<file path="src/rtl/cvt_pkg.sv">
// ----------------------------------------------------------------------------
// cvt_pkg: shared constants, tables and helpers for camera_view_transform
// Field widths, register and function codes, the arctangent table for the
// rotation cells, and the 32-bit saturation helper.
// ----------------------------------------------------------------------------
package cvt_pkg;

  // Field widths
  localparam int DATA_W    = 32;
  localparam int FUNC_W    = 2;
  localparam int ZOOM_W    = 16;
  localparam int ANG_W     = 16;
  localparam int VIEW_W    = 16;
  localparam int CFG_IDX_W = 3;

  // Divider: quotient bits per lane, one bit per cell
  localparam int DIV_W = 40;

  // Rotation datapath: vector width (guard bits included) and angle width
  localparam int CW = 41;
  localparam int ZW = 34;

  localparam int CORDIC_STAGES_DEF = 16;
  localparam int CORDIC_MAX        = 24;

  // Inverse gain in Q24
  localparam logic signed [24:0] INV_GAIN = 25'sd10188014;

  // Register reset values and zoom floor
  localparam logic [ZOOM_W-1:0] ZOOM_MIN   = 16'd3;
  localparam logic [ZOOM_W-1:0] ZOOM_RESET = 16'd256;
  localparam logic [VIEW_W-1:0] VIEW_RESET = 16'd1;

  // Register indexes
  localparam logic [CFG_IDX_W-1:0] REG_CENTER_X = 3'd0;
  localparam logic [CFG_IDX_W-1:0] REG_CENTER_Y = 3'd1;
  localparam logic [CFG_IDX_W-1:0] REG_ZOOM     = 3'd2;
  localparam logic [CFG_IDX_W-1:0] REG_ANGLE    = 3'd3;
  localparam logic [CFG_IDX_W-1:0] REG_VIEW_W   = 3'd4;
  localparam logic [CFG_IDX_W-1:0] REG_VIEW_H   = 3'd5;

  // Function codes
  localparam logic [FUNC_W-1:0] FUNC_W2S = 2'd0;
  localparam logic [FUNC_W-1:0] FUNC_S2W = 2'd1;
  localparam logic [FUNC_W-1:0] FUNC_VIS = 2'd2;

  // atan(2^-i) in units of 2^-32 turn
  localparam logic [31:0] ATAN_TURN [CORDIC_MAX] = '{
    32'h20000000, 32'h12E4051E, 32'h09FB385B, 32'h051111D4, 32'h028B0D43,
    32'h0145D7E1, 32'h00A2F61E, 32'h00517C55, 32'h0028BE53, 32'h00145F2F,
    32'h000A2F98, 32'h000517CC, 32'h00028BE6, 32'h000145F3, 32'h0000A2FA,
    32'h0000517D, 32'h000028BE, 32'h0000145F, 32'h00000A30, 32'h00000518,
    32'h0000028C, 32'h00000146, 32'h000000A3, 32'h00000051
  };

  // Saturate a signed 64-bit value to 32 bits
  function automatic logic [DATA_W-1:0] sat32(input logic signed [63:0] v);
    logic [DATA_W-1:0] res;
    if (v > 64'sh0000_0000_7FFF_FFFF) begin
      res = 32'h7FFF_FFFF;
    end else if (v < -64'sh0000_0000_8000_0000) begin
      res = 32'h8000_0000;
    end else begin
      res = v[DATA_W-1:0];
    end
    return res;
  endfunction

endpackage

</file>
<file path="src/rtl/cvt_div_cell.sv">
// ----------------------------------------------------------------------------
// cvt_div_cell: one restoring-division cell
// Shifts one dividend bit into the partial remainder, subtracts the divisor
// when it fits and shifts the quotient bit into the work word.
// ----------------------------------------------------------------------------
module cvt_div_cell (
  input  logic                          clk,
  input  logic                          en,
  input  logic [cvt_pkg::ZOOM_W-1:0]    divisor,
  input  logic [cvt_pkg::ZOOM_W-1:0]    rem_i,
  input  logic [cvt_pkg::DIV_W-1:0]     work_i,
  output logic [cvt_pkg::ZOOM_W-1:0]    rem_o,
  output logic [cvt_pkg::DIV_W-1:0]     work_o
);

  logic [cvt_pkg::ZOOM_W:0]   trial;
  logic                       take;
  logic [cvt_pkg::ZOOM_W-1:0] rem_nxt;
  logic [cvt_pkg::DIV_W-1:0]  work_nxt;
  logic [cvt_pkg::ZOOM_W-1:0] rem_r;
  logic [cvt_pkg::DIV_W-1:0]  work_r;

  // Trial subtract of the divisor
  always_comb begin
    trial    = {rem_i, work_i[cvt_pkg::DIV_W-1]};
    take     = (trial >= {1'b0, divisor});
    rem_nxt  = take ? cvt_pkg::ZOOM_W'(trial - {1'b0, divisor})
                    : trial[cvt_pkg::ZOOM_W-1:0];
    work_nxt = {work_i[cvt_pkg::DIV_W-2:0], take};
  end

  // Advance with the pipeline
  always_ff @(posedge clk) begin
    if (en) begin
      rem_r  <= rem_nxt;
      work_r <= work_nxt;
    end
  end

  assign rem_o  = rem_r;
  assign work_o = work_r;

endmodule

</file>
<file path="config.mk">
export PLATFORM = sky130hd
export DESIGN_NAME = cvt_div_cell
export DESIGN_NICKNAME = d
export VERILOG_FILES = /design/src/rtl/cvt_pkg.sv /design/src/rtl/cvt_div_cell.sv
export SDC_FILE = /design/constraint.sdc
export NUM_CORES = 1
export LEC_CHECK = 0
export BUFFER_PORTS_ARGS = -buffer_cell sky130_fd_sc_hd__buf_2
export CAP_MARGIN = 20
export CORE_UTILIZATION = 50
export DETAILED_ROUTE_END_ITERATION = 16
export HOLD_SLACK_MARGIN = 0.1
export PLACE_DENSITY = 0.95
export SETUP_SLACK_MARGIN = 0.1
export SYNTH_ARGS = -nofsm -noshare
export SYNTH_HDL_FRONTEND = slang
export SYNTH_SLANG_ARGS = --single-unit
</file>
<file path="constraint.sdc">
create_clock -name clk -period 5.7 [get_ports clk]
set_input_delay 0.855 -clock clk [delete_from_list [all_inputs] [get_ports clk]]
set_output_delay 0.855 -clock clk [all_outputs]
set_load 0.05 [all_outputs]
</file>
# Yosys cells after proc, flatten, opt, wreduce, memory -nomap -nowiden
# Index checks and enable logic that the tools add are counted.
[classes]
add_sub_neg = 1
n_mux = 1
n_lt_le_gt_ge = 1
[ops]
columns = ["op", "n"]
rows = [
  ["17-bit by 16-bit >= comparator with 1-bit output", 1],
  ["16-bit two-way mux", 1],
  ["16-bit subtractor", 1],
]
[word_totals]
regBits = 56
wordCells = 5
out_inout_bits = 56

# Depth between registers and ports, before layout
[depth]
ltp_word = 2
ltp_mapped = 10
mapped_depth_nobuf = 9

# Least setup slack after synthesis
# Ideal clock, no wire load.
[synth_timing]
kind = "input port to flip-flop"
startpoint = "input divisor[4] (netlist bit)"
endpoint = "register rem_r (netlist bit rem_o[10]), data pin"
arrival_time_ns = 2.759
path_stages = 9
setup_slack_ns = 2.680
setup_ns = 0.260
required_ns = 5.440
path_cell_list = "inv_1 ha_1 a211oi_1 o211ai_1 o21ai_2 o211ai_2 a31oi_4 buf_6 mux2_4"
[synth_between]
elab_chain_len = 2
word_cells_on_any_way = 3
classes_between = "1 x add/sub; 1 x order compare; 1 x mux"
[synth_lines]
columns = ["item", "line", "text"]
rows = [
  ["start, declared", "cvt_div_cell.sv:9", "input logic [cvt_pkg::ZOOM_W-1:0] divisor,"],
  ["16-bit subtractor or 17-bit by 16-bit >= comparator with 1-bit output (tied branches)", "cvt_div_cell.sv:27, cvt_div_cell.sv:26", ""],
  ["16-bit two-way mux *", "cvt_div_cell.sv:27", "rem_nxt = take ? cvt_pkg::ZOOM_W'(trial - {1'b0, divisor})"],
  ["net rem_nxt, one bit", "cvt_div_cell.sv:18", "logic [cvt_pkg::ZOOM_W-1:0] rem_nxt;"],
  ["end signal, assigned", "cvt_div_cell.sv:35", "rem_r <= rem_nxt;"],
  ["end, declared", "cvt_div_cell.sv:20", "logic [cvt_pkg::ZOOM_W-1:0] rem_r;"],
]
# Mark *: on every way through the listed nets, which the timed path passes. The rest lies on a longest branch.
# A chain may end at the register's enable or synchronous reset.

# Final worst setup path
[layout_timing]
startpoint = "input divisor[4] (netlist bit)"
endpoint = "register rem_r (netlist bit rem_o[7]), data pin"
# The elaborated chain is that of the path after synthesis.

==> metrics.yaml <==
synthToLayoutAreaGrowth_pct: 28.1
min_to: "work_o[29]"
tightest_slew_ns: 0.712
drtIter0Drc: 141
synth.ff_latch_count: 56
synth_cells: 211
grt_pass1_vias: 2250
cp.required_ns: 5.76
port_buffers: 129
p_sw_mw: 0.388
layout_common_cells: "buf_2 (129), edfxtp_1 (56), inv_1 (22), ha_1 (16), a21oi_1 (14)"
slowest_stage: "a31oi_4"
critPathLaunchType: "input pin"
n_antenna_cell: 0
combPwrFrac_pct: 33.5
power_density_mw_per_mm2: 300
ys_seq_area_share_pct: 59.5
cts_max_level: 2
ctsHoldBuffers: 0
dp.final_hpwl_mm: 5.38
fillCellCount: 415
syn_area_mm2: 0.00283
synth_area_leader_cell: "edfxtp_1"
clock-root-buffer: "clkbuf_8"
vias: 2251
cp_slowest_stage_delay_ns: 0.63
status: "complete, no violations"
drc: 0
cap_violations: 0
worst-setup-path-type: "in2reg"
syn_nets: 302
clockBufferDepth: 2
dieArea_mm2: 0.00596
cp_max_fo: 17
track_usage_pct: 24.6
drive_gt1_share_pct: 45.1
post-cts-setup-buffers: 0
final_common_cell: "buf_2"
first_pass_iters: 4
grt_pass1_wl_mm: 11.1
switching_share_pct: 35.7
start_util_pct: 51.6
crit_chain: "buf_2, inv_1, ha_1, a211oi_1, o211ai_1, o21ai_2, o211ai_2, a31oi_4, mux2_2"
worst_slack_ns: 2.50
synthArstFlopShare_pct: 0
syn_area_per_cell_um2: 13.4
synth_edf_count: 56
cts.clk_slew.worst_paths_ns: 0.10
max_freq_mhz: 312
routed_wl_mm: 7.16
maxSlewViolCount: 0
hp-class: "in2reg"
coreArea_mm2: 0.00547
hold_violations: 0
pwr-share-seq_pct: 47.4
ys_warn_count: 0
min-delay-start: "work_i[28]"
synth_area_leaders: "edfxtp_1 (59%), ha_1 (7.1%), mux2_4 (3.2%)"
rows: 27
final_cells: 416
synthDistinctLibCells: 39
yosys.area.top_type_share_pct: 59.5
pre_cts_ws_ns: 2.18
die_h_um: 77.2
p_leak_nw: 1.66
die_x_um: 77.2
finalNetCount: 435
cts_buffers: 5
period_share_pct: 56.1
grt_antenna_before_repair: 0
crit_arrival_ns: 3.26
grt_max_degree: 57
final.setup.tns_ns: 0
place.gp.congestion: 0.870
grt-ovfl-total: 0
post_cts_resized: 0
setup_viol: 0
crit_path_end_kind: "flip-flop"
wl_per_cell_um: 17.2
clock_power_share_pct: 19.1
synthFlopType: "edfxtp_1"
clkSinkCount: 56
cts_tree: "built"
whs_path_depth: 1
p_int_mw: 0.698
vias_per_cell: 5.41
period_needed_ns: 3.20
io_pins: 130
worst_ir_drop_vdd_v: 0.000163
ant_nets: 0
placedCellCount: 409
p_total_mw: 1.09
slew_headroom_pct: 52.6
rsz0062_at_grt: "no"
-- layer usage --
layer	GRT usage, %	wire length (µm)	vias up
met5	0	0	-
met4	6.23	151	0
met3	7.26	676	18
met2	46.4	3780	116
met1	26.6	2550	1065
li1	-	-	1052
-- Yosys cell counts, drive strengths merged (2+ instances only) --
cell type	number
a211oi	5
xor2	3
o21a	3
buf	3
edfxtp	56
o31a	2
ha	16
mux2	13
nor2	12
mux2i	2
inv	22
a21boi	2
a21o	7
o21ai	13
xnor2	6
a21oi	14
nand2	8
nor2b	3
nand3	3
nand4	3
o211ai	2
-- area by class of cell --
cell class                 count  area [µm²]  share of cell area (%)
inverter                      22        82.6                    2.28
sequential                    56        1680                    46.5
timing repair buffer         130         653                    18.0
clock inverter                 2        12.5                   0.346
multi-input combinational    129        1030                    28.5
clock buffer                   5        68.8                    1.90
tap                           72        90.1                    2.49
-- cells by family after synthesis --
family,count (synthesis),synth area share (%)
simple gates,33,5.84
flops,56,59.5
xor+xnor,9,2.79
buf+inv,26,4.03
fa+ha+maj,17,7.79
mux,15,6.68
compound gates,55,13.4
-- through the flow --
stage,instance area [µm²],utilization (%),hold WS (ns)
3_3_place_gp,3540,64.7,1.03
4_1_cts,3620,66.1,0.716
6_report,3620,66.1,0.723
2_1_floorplan,2830,-,0.954
3_5_place_dp,3540,64.7,1.03
5_1_grt,3620,66.1,0.709
-- power by group through the flow --
stage	combinational [mW]	sequential, mW	clock (mW)
after floorplan	0.117	0.671	0
after global placement	0.349	0.521	0
after detailed placement	0.359	0.524	0
after CTS	0.363	0.516	0.210
after global routing	0.384	0.518	0.224
final	0.364	0.515	0.207
-- worst max-delay path: cells and delay by family --
family | cells | cell delay [ns]
buffers and inverters | 2 | 0.12
adder cells (fa/ha/maj) | 1 | 0.36
multiplexers | 1 | 0.42
AO/OA/AOI/OAI | 5 | 1.50
-- worst max path at each step --
stage / depth (start not counted) / endpoint / start
final: 9 / rem_o[7] / divisor[4]
after global routing: 9 / rem_o[7] / divisor[4]
after CTS: 9 / rem_o[7] / divisor[4]
after detailed placement: 9 / rem_o[3] / divisor[4]
after global placement: 9 / rem_o[4] / divisor[4]
after floorplan: 9 / rem_o[10] / divisor[4]
-- sequential cells by signal, indices dropped and copies added, names as in the netlist --
register	count
rem_o	16
work_o	40
(Power assumes the default switching activity.)
