===== config.mk =====
export PLATFORM = sky130hd
export DESIGN_NAME = cvt_cordic_cell
export DESIGN_NICKNAME = d
export VERILOG_FILES = /design/src/rtl/cvt_pkg.sv /design/src/rtl/cvt_cordic_cell.sv
export SDC_FILE = /design/constraint.sdc
export NUM_CORES = 1
export LEC_CHECK = 0
export BUFFER_PORTS_ARGS = -buffer_cell sky130_fd_sc_hd__buf_2
export CAP_MARGIN = 10
export CORE_MARGIN = 10
export CORE_UTILIZATION = 51
export CTS_CLUSTER_SIZE = 8
export DETAILED_ROUTE_END_ITERATION = 16
export PLACE_DENSITY_LB_ADDON = 0.15
export SLEW_MARGIN = 0
export SYNTH_ARGS = -nofsm -noshare
export SYNTH_HDL_FRONTEND = slang
export SYNTH_SLANG_ARGS = --single-unit

===== constraint.sdc =====
create_clock -name clk -period 2.9 [get_ports clk]
set_clock_uncertainty 0.15 [all_clocks]
set_input_delay 0 -clock clk [delete_from_list [all_inputs] [get_ports clk]]
set_output_delay 0 -clock clk [all_outputs]
set_load 0.02 [all_outputs]

===== src/rtl/cvt_pkg.sv =====
// ----------------------------------------------------------------------------
// cvt_pkg: shared constants, tables and helpers for camera_view_transform
// Field widths, register and function codes, the arctangent table for the
// rotation cells, and the 32-bit saturation helper.
// ----------------------------------------------------------------------------
package cvt_pkg;

  // Field widths
  localparam int DATA_W    = 32;
  localparam int FUNC_W    = 2;
  localparam int ZOOM_W    = 16;
  localparam int ANG_W     = 16;
  localparam int VIEW_W    = 16;
  localparam int CFG_IDX_W = 3;

  // Divider: quotient bits per lane, one bit per cell
  localparam int DIV_W = 40;

  // Rotation datapath: vector width (guard bits included) and angle width
  localparam int CW = 41;
  localparam int ZW = 34;

  localparam int CORDIC_STAGES_DEF = 16;
  localparam int CORDIC_MAX        = 24;

  // Inverse gain in Q24
  localparam logic signed [24:0] INV_GAIN = 25'sd10188014;

  // Register reset values and zoom floor
  localparam logic [ZOOM_W-1:0] ZOOM_MIN   = 16'd3;
  localparam logic [ZOOM_W-1:0] ZOOM_RESET = 16'd256;
  localparam logic [VIEW_W-1:0] VIEW_RESET = 16'd1;

  // Register indexes
  localparam logic [CFG_IDX_W-1:0] REG_CENTER_X = 3'd0;
  localparam logic [CFG_IDX_W-1:0] REG_CENTER_Y = 3'd1;
  localparam logic [CFG_IDX_W-1:0] REG_ZOOM     = 3'd2;
  localparam logic [CFG_IDX_W-1:0] REG_ANGLE    = 3'd3;
  localparam logic [CFG_IDX_W-1:0] REG_VIEW_W   = 3'd4;
  localparam logic [CFG_IDX_W-1:0] REG_VIEW_H   = 3'd5;

  // Function codes
  localparam logic [FUNC_W-1:0] FUNC_W2S = 2'd0;
  localparam logic [FUNC_W-1:0] FUNC_S2W = 2'd1;
  localparam logic [FUNC_W-1:0] FUNC_VIS = 2'd2;

  // atan(2^-i) in units of 2^-32 turn
  localparam logic [31:0] ATAN_TURN [CORDIC_MAX] = '{
    32'h20000000, 32'h12E4051E, 32'h09FB385B, 32'h051111D4, 32'h028B0D43,
    32'h0145D7E1, 32'h00A2F61E, 32'h00517C55, 32'h0028BE53, 32'h00145F2F,
    32'h000A2F98, 32'h000517CC, 32'h00028BE6, 32'h000145F3, 32'h0000A2FA,
    32'h0000517D, 32'h000028BE, 32'h0000145F, 32'h00000A30, 32'h00000518,
    32'h0000028C, 32'h00000146, 32'h000000A3, 32'h00000051
  };

  // Saturate a signed 64-bit value to 32 bits
  function automatic logic [DATA_W-1:0] sat32(input logic signed [63:0] v);
    logic [DATA_W-1:0] res;
    if (v > 64'sh0000_0000_7FFF_FFFF) begin
      res = 32'h7FFF_FFFF;
    end else if (v < -64'sh0000_0000_8000_0000) begin
      res = 32'h8000_0000;
    end else begin
      res = v[DATA_W-1:0];
    end
    return res;
  endfunction

endpackage


===== src/rtl/cvt_cordic_cell.sv =====
// ----------------------------------------------------------------------------
// cvt_cordic_cell: one rotation-mode CORDIC micro-rotation
// Rotates the vector by +-atan(2^-STAGE) toward a zero residual angle.
// ----------------------------------------------------------------------------
module cvt_cordic_cell #(
  parameter int STAGE = 0
) (
  input  logic                             clk,
  input  logic                             en,
  input  logic signed [cvt_pkg::CW-1:0]    x_i,
  input  logic signed [cvt_pkg::CW-1:0]    y_i,
  input  logic signed [cvt_pkg::ZW-1:0]    z_i,
  output logic signed [cvt_pkg::CW-1:0]    x_o,
  output logic signed [cvt_pkg::CW-1:0]    y_o,
  output logic signed [cvt_pkg::ZW-1:0]    z_o
);

  localparam logic signed [cvt_pkg::ZW-1:0] ATAN =
    {{(cvt_pkg::ZW-32){1'b0}}, cvt_pkg::ATAN_TURN[STAGE]};

  logic signed [cvt_pkg::CW-1:0] dx, dy, x_nxt, y_nxt;
  logic signed [cvt_pkg::ZW-1:0] z_nxt;
  logic signed [cvt_pkg::CW-1:0] x_r, y_r;
  logic signed [cvt_pkg::ZW-1:0] z_r;

  // Pick direction from the sign of the residual angle
  always_comb begin
    dx = y_i >>> STAGE;
    dy = x_i >>> STAGE;
    if (!z_i[cvt_pkg::ZW-1]) begin
      x_nxt = x_i - dx;
      y_nxt = y_i + dy;
      z_nxt = z_i - ATAN;
    end else begin
      x_nxt = x_i + dx;
      y_nxt = y_i - dy;
      z_nxt = z_i + ATAN;
    end
  end

  always_ff @(posedge clk) begin
    if (en) begin
      x_r <= x_nxt;
      y_r <= y_nxt;
      z_r <= z_nxt;
    end
  end

  assign x_o = x_r;
  assign y_o = y_r;
  assign z_o = z_r;

endmodule


# Word-level counts from Yosys, hierarchy flattened
# Index checks and enable logic that the tools add are counted.
# totals
word_cells,11
out_inout_bits,116
in_bits,118
reg_bits,116
# op_classes
mux,3
add_sub_neg,5
# op_table
op,count
2-to-1 mux 41 bit,2
subtractor 41 bit,2
adder 41 bit,1
adder 34 x 31 -> 34 bit (second input constant),1
2-to-1 mux 34 bit,1
subtractor 34 x 31 -> 34 bit (second input constant),1

# Depth between registers and ports, before layout
# depth
depth_word,2
mapped_depth,13
depth_no_buf,12

# Least setup slack after synthesis
# OpenSTA, ideal clock, no wires.
# synth_timing
kind,in2reg
startpoint,input port x_i[0] (netlist bit)
endpoint,register x_r (netlist bit x_o[40]) (data pin)
setup_time_ns,0.269
n_path_buf,0
t_required_ns,2.481
path_stages,12
setup_slack_ns,0.126
t_arrival_ns,2.355
cell_sequence,ha_1 > inv_1 > fa_1 > o21ba_2 > or4_1 > a21oi_2 > nor4_2 > o31ai_4 > a21oi_1 > a21oi_1 > o31ai_1 > xor2_1
# synth_via
elab_chain_len,2
# synth_rtl
element,line,source
start: declaration,cvt_cordic_cell.sv:10,"input logic signed [cvt_pkg::CW-1:0] x_i,"
subtractor 41 bit / adder 41 bit (equally long branches),"cvt_cordic_cell.sv:31, cvt_cordic_cell.sv:35",
2-to-1 mux 41 bit (*),cvt_cordic_cell.sv:30,if (!z_i[cvt_pkg::ZW-1]) begin
"named net x_nxt, one bit",cvt_cordic_cell.sv:21,"logic signed [cvt_pkg::CW-1:0] dx, dy, x_nxt, y_nxt;"
end signal: assignment,cvt_cordic_cell.sv:43,x_r <= x_nxt;
end: declaration,cvt_cordic_cell.sv:23,"logic signed [cvt_pkg::CW-1:0] x_r, y_r;"
# The timed path passes the listed nets; every way through them passes the cells marked *.
# A chain may end at the register's enable or synchronous reset.

# Worst setup path in the final report
# layout_timing
startpoint,input port y_i[0] (netlist bit)
endpoint,register y_r (netlist bit y_o[26]) (data pin)
# layout_via
elab_chain_len,2
# layout_rtl
element,line,source
start: declaration,cvt_cordic_cell.sv:11,"input logic signed [cvt_pkg::CW-1:0] y_i,"
adder 41 bit / subtractor 41 bit (equally long branches),"cvt_cordic_cell.sv:32, cvt_cordic_cell.sv:36",
2-to-1 mux 41 bit (*),cvt_cordic_cell.sv:30,
"named net y_nxt, one bit",cvt_cordic_cell.sv:21,
end signal: assignment,cvt_cordic_cell.sv:44,y_r <= y_nxt;
end: declaration,cvt_cordic_cell.sv:23,
# Marks and branches as above.

==> summary.txt <==
Clock tree
  – CTS Root Cell: clkbuf_16
  – Clock tree buffer depth: 2
  – Clock sinks: about 120
  – CTS HTree Levels: 4
  – CTS clk-pin slew, worst paths: 0.07 ns
  – CTS tree: yes
  – Post-CTS Setup Bufs: 0
  – Number of CTS-inserted buffers: 17

Yosys
  – Cell Area, Synth: 11150 sq um
  – Syn_nets: roughly 1600
  – Synth warn: 0
  – Synth Instances: 1307
  – Avg Cell Area, Syn: 8.533 sq um
  – Post-synth EDFFs: 115
  – Register area share after synthesis: a little over 30%
  – Synth Register Bits: 115
  – Main synth FF type: edfxtp_1
  – Area leader, netlist: edfxtp_1
  – Post-synth cell types: 78
  – FFs w/ async S/R, synth: 0%
  – Synth top area share: 30.96%
  – Largest cells by area after synthesis: edfxtp_1 (31%), ha_1 (15%), a21oi_1 (7.8%), xnor2_1 (5.4%), inv_1 (4.2%)

Worst setup path
  – Crit Path Class: in2reg
  – Critical path peak fanout: 3
  – Required @ worst endpoint: 2.93 ns
  – CP Launch Type: input pin
  – Worst Path Arrival: 2.82 ns
  – Setup crit end kind: flip-flop

Floorplan
  – Initial Utilization: slightly above 50%
  – Die X-Extent: 167.9 um
  – Die ar.: 28180 sq um
  – Core area: 21690 sq um
  – Chip height: about 170 um
  – Row Count: 54
  – I/O pins: 234

Finish
  – # diodes: 0
  – Most common cell after layout, fill and taps aside: buf_4
  – Cell area after layout: about 15000 sq um
  – Most frequent cells in the layout: buf_4 (258), buf_2 (232), a21oi_1 (173), ha_1 (138), inv_1 (124)
  – Layout area overhead: 38.21%
  – Final Util: 71.07%
  – Filler instances: between 1500 and 2000
  – Layout cells sized above 1: 30.71%
  – Post-layout net count: ~2100

Power
  – Internal: 4.604 mW
  – Switch share: 38.12%
  – Power share of the sequential group: 30.2%
  – Net Sw Power: 2.836 mW
  – Combinational cell fraction of total power: around two fifths
  – Leak: between 7 and 8 nW
  – Pwr dens: 482.6 nW/um^2
  – Max VDD drop: 0.4004 mV
  – Clk pwr share: 29.0%

Detailed routing
  – Antenna Nets Post-Route: 0
  – DRT Pass-1 Iters: 5
  – Drt via density: 5.790
  – Via count: approximately 12000
  – DRT iter0 DRCs: 1302
  – WL per Instance: 20.58 um
  – Drc violations: 0
  – WL final: 43.10 mm

Place
  – Post-DP Area: 14390 sq um
  – GPL Wtd Cong: 1.029
  – Post-DP HPWL: between 30 and 40 mm
  – IO buf count: between 200 and 250

Global routing
  – Tot GR Track Use: 29.33%
  – Vias in the first global route: 12090
  – Largest net degree at the start of global routing: 83
  – Initial antenna violation count: 0
  – First-pass GRT wire length: 66.93 mm
  – Grt ovf: 0

Timing
  – Worst Max-Slew Pin Slew: 0.9163 ns
  – Min Tclk post-route: about 2.8 ns
  – Final Max Slew Viols: 0
  – Hold Slack: 0.02873 ns
  – Final Hold Fails: 0
  – Setup violations, final: 0
  – FMAX: 358.6 MHz
  – Worst slew margin: between 30 and 40%
  – Crit share post-route: 96.15%

Run
  – Max-cap violation count: 0

Min path
  – Hold Path Class: in2reg

Outcome
  – Run status: finished clean
==> sequential cells by signal (all words and copies together) (netlist names) <==
signal	count
y_o	40
z_o	34
x_o	41
==> worst paths after layout <==
| path | from | end | slack, ns | cells after the start |
|---|---|---|---|---|
| worst min-delay path | y_i[4] | y_o[4] | 0.03 | 4 |
| worst max-delay path | y_i[0] | y_o[26] | 0.11 | 13 |
==> critical path: stages <==
cell and delay, ns:
buf_2 0.10, ha_1 0.20, inv_1 0.07, fa_1 0.39
o21ba_2 0.22, or4_1 0.51, a21oi_4 0.26, nor4_4 0.09
buf_4 0.16, o41ai_1 0.41, buf_4 0.18, a21oi_1 0.06
xor2_1 0.15
==> layout make-up <==
cell class              count  area (sq um)  share of cell area, %
clock buffers              17         425.4                  2.760
clock inverters            15         150.1                 0.9740
inverters                 133         499.2                  3.239
multi-input cells        1004          7018                  45.53
flip-flops and latches    115          3453                  22.40
well taps                 280         350.3                  2.273
repair buffers            530          3518                  22.82
==> power groups by stage <==
stage | combinational [mW] | sequential (mW) | clock (mW)
global placement | 2.88 | 2.27 | 0
floorplan | 1.29 | 2.58 | 0
global route | 3.25 | 2.26 | 2.26
detailed placement | 2.91 | 2.28 | 0
finish | 3.04 | 2.25 | 2.16
CTS | 2.97 | 2.24 | 2.18
==> synthesized netlist by cell type (11+ instances only) <==
| cell | instances |
|---|---|
| o31ai_1 | 13 |
| nand2b_1 | 13 |
| nor2b_1 | 13 |
| nor3_1 | 36 |
| clkbuf_1 | 24 |
| xnor2_1 | 69 |
| edfxtp_1 | 115 |
| o211ai_1 | 11 |
| o21a_1 | 14 |
| mux2i_1 | 16 |
| ha_1 | 138 |
| nand2_1 | 77 |
| nand3_1 | 18 |
| inv_1 | 125 |
| o21ai_0 | 93 |
| a21o_1 | 20 |
| o21bai_1 | 24 |
| buf_2 | 15 |
| nor2_1 | 110 |
| xor2_1 | 12 |
| nand4_1 | 17 |
| a21oi_1 | 173 |
==> timing repair <==
action                     4_1_cts  5_1_grt
hold endpoints to repair        77        0
gates resized for setup          0       12
hold buffers                    38        0
setup endpoints to repair        0       12
==> stage by stage <==
stage / std cells / TNS, ns / power [mW] / worst slack [ns]
CTS: 2094 / 0 / 7.397 / 0.08847
finish: 2094 / 0 / 7.440 / 0.1117
detailed placement: 2024 / -7.779 / 5.182 / -0.3568
global placement: 2024 / -6.833 / 5.148 / -0.3619
global route: 2094 / -0.001056 / 7.774 / -0.001056
floorplan: 1307 / 0 / 3.871 / 0.1264
==> cells by family (layout without fill, tap and decap cells) <==
family | Yosys count | in the layout | share of synthesized area (%)
buffers and inverters | 188 | 695 | 6.731
adder cells (fa/ha/maj) | 142 | 142 | 16.20
XOR/XNOR | 81 | 81 | 6.361
AND/OR/NAND/NOR | 327 | 327 | 13.73
flip-flops | 115 | 115 | 30.96
multiplexers | 16 | 16 | 1.436
AO/OA/AOI/OAI | 438 | 438 | 24.58
==> layer usage <==
layer	share of wire [%]	track usage, %	vias to the layer above
met2	46	47.55	670
met5	0	0	-
li1	-	-	5661
met4	2.5	8.668	0
met3	8.8	5.681	79
met1	43	38.82	5715
Note: power is estimated with default switching activity, not from simulation.
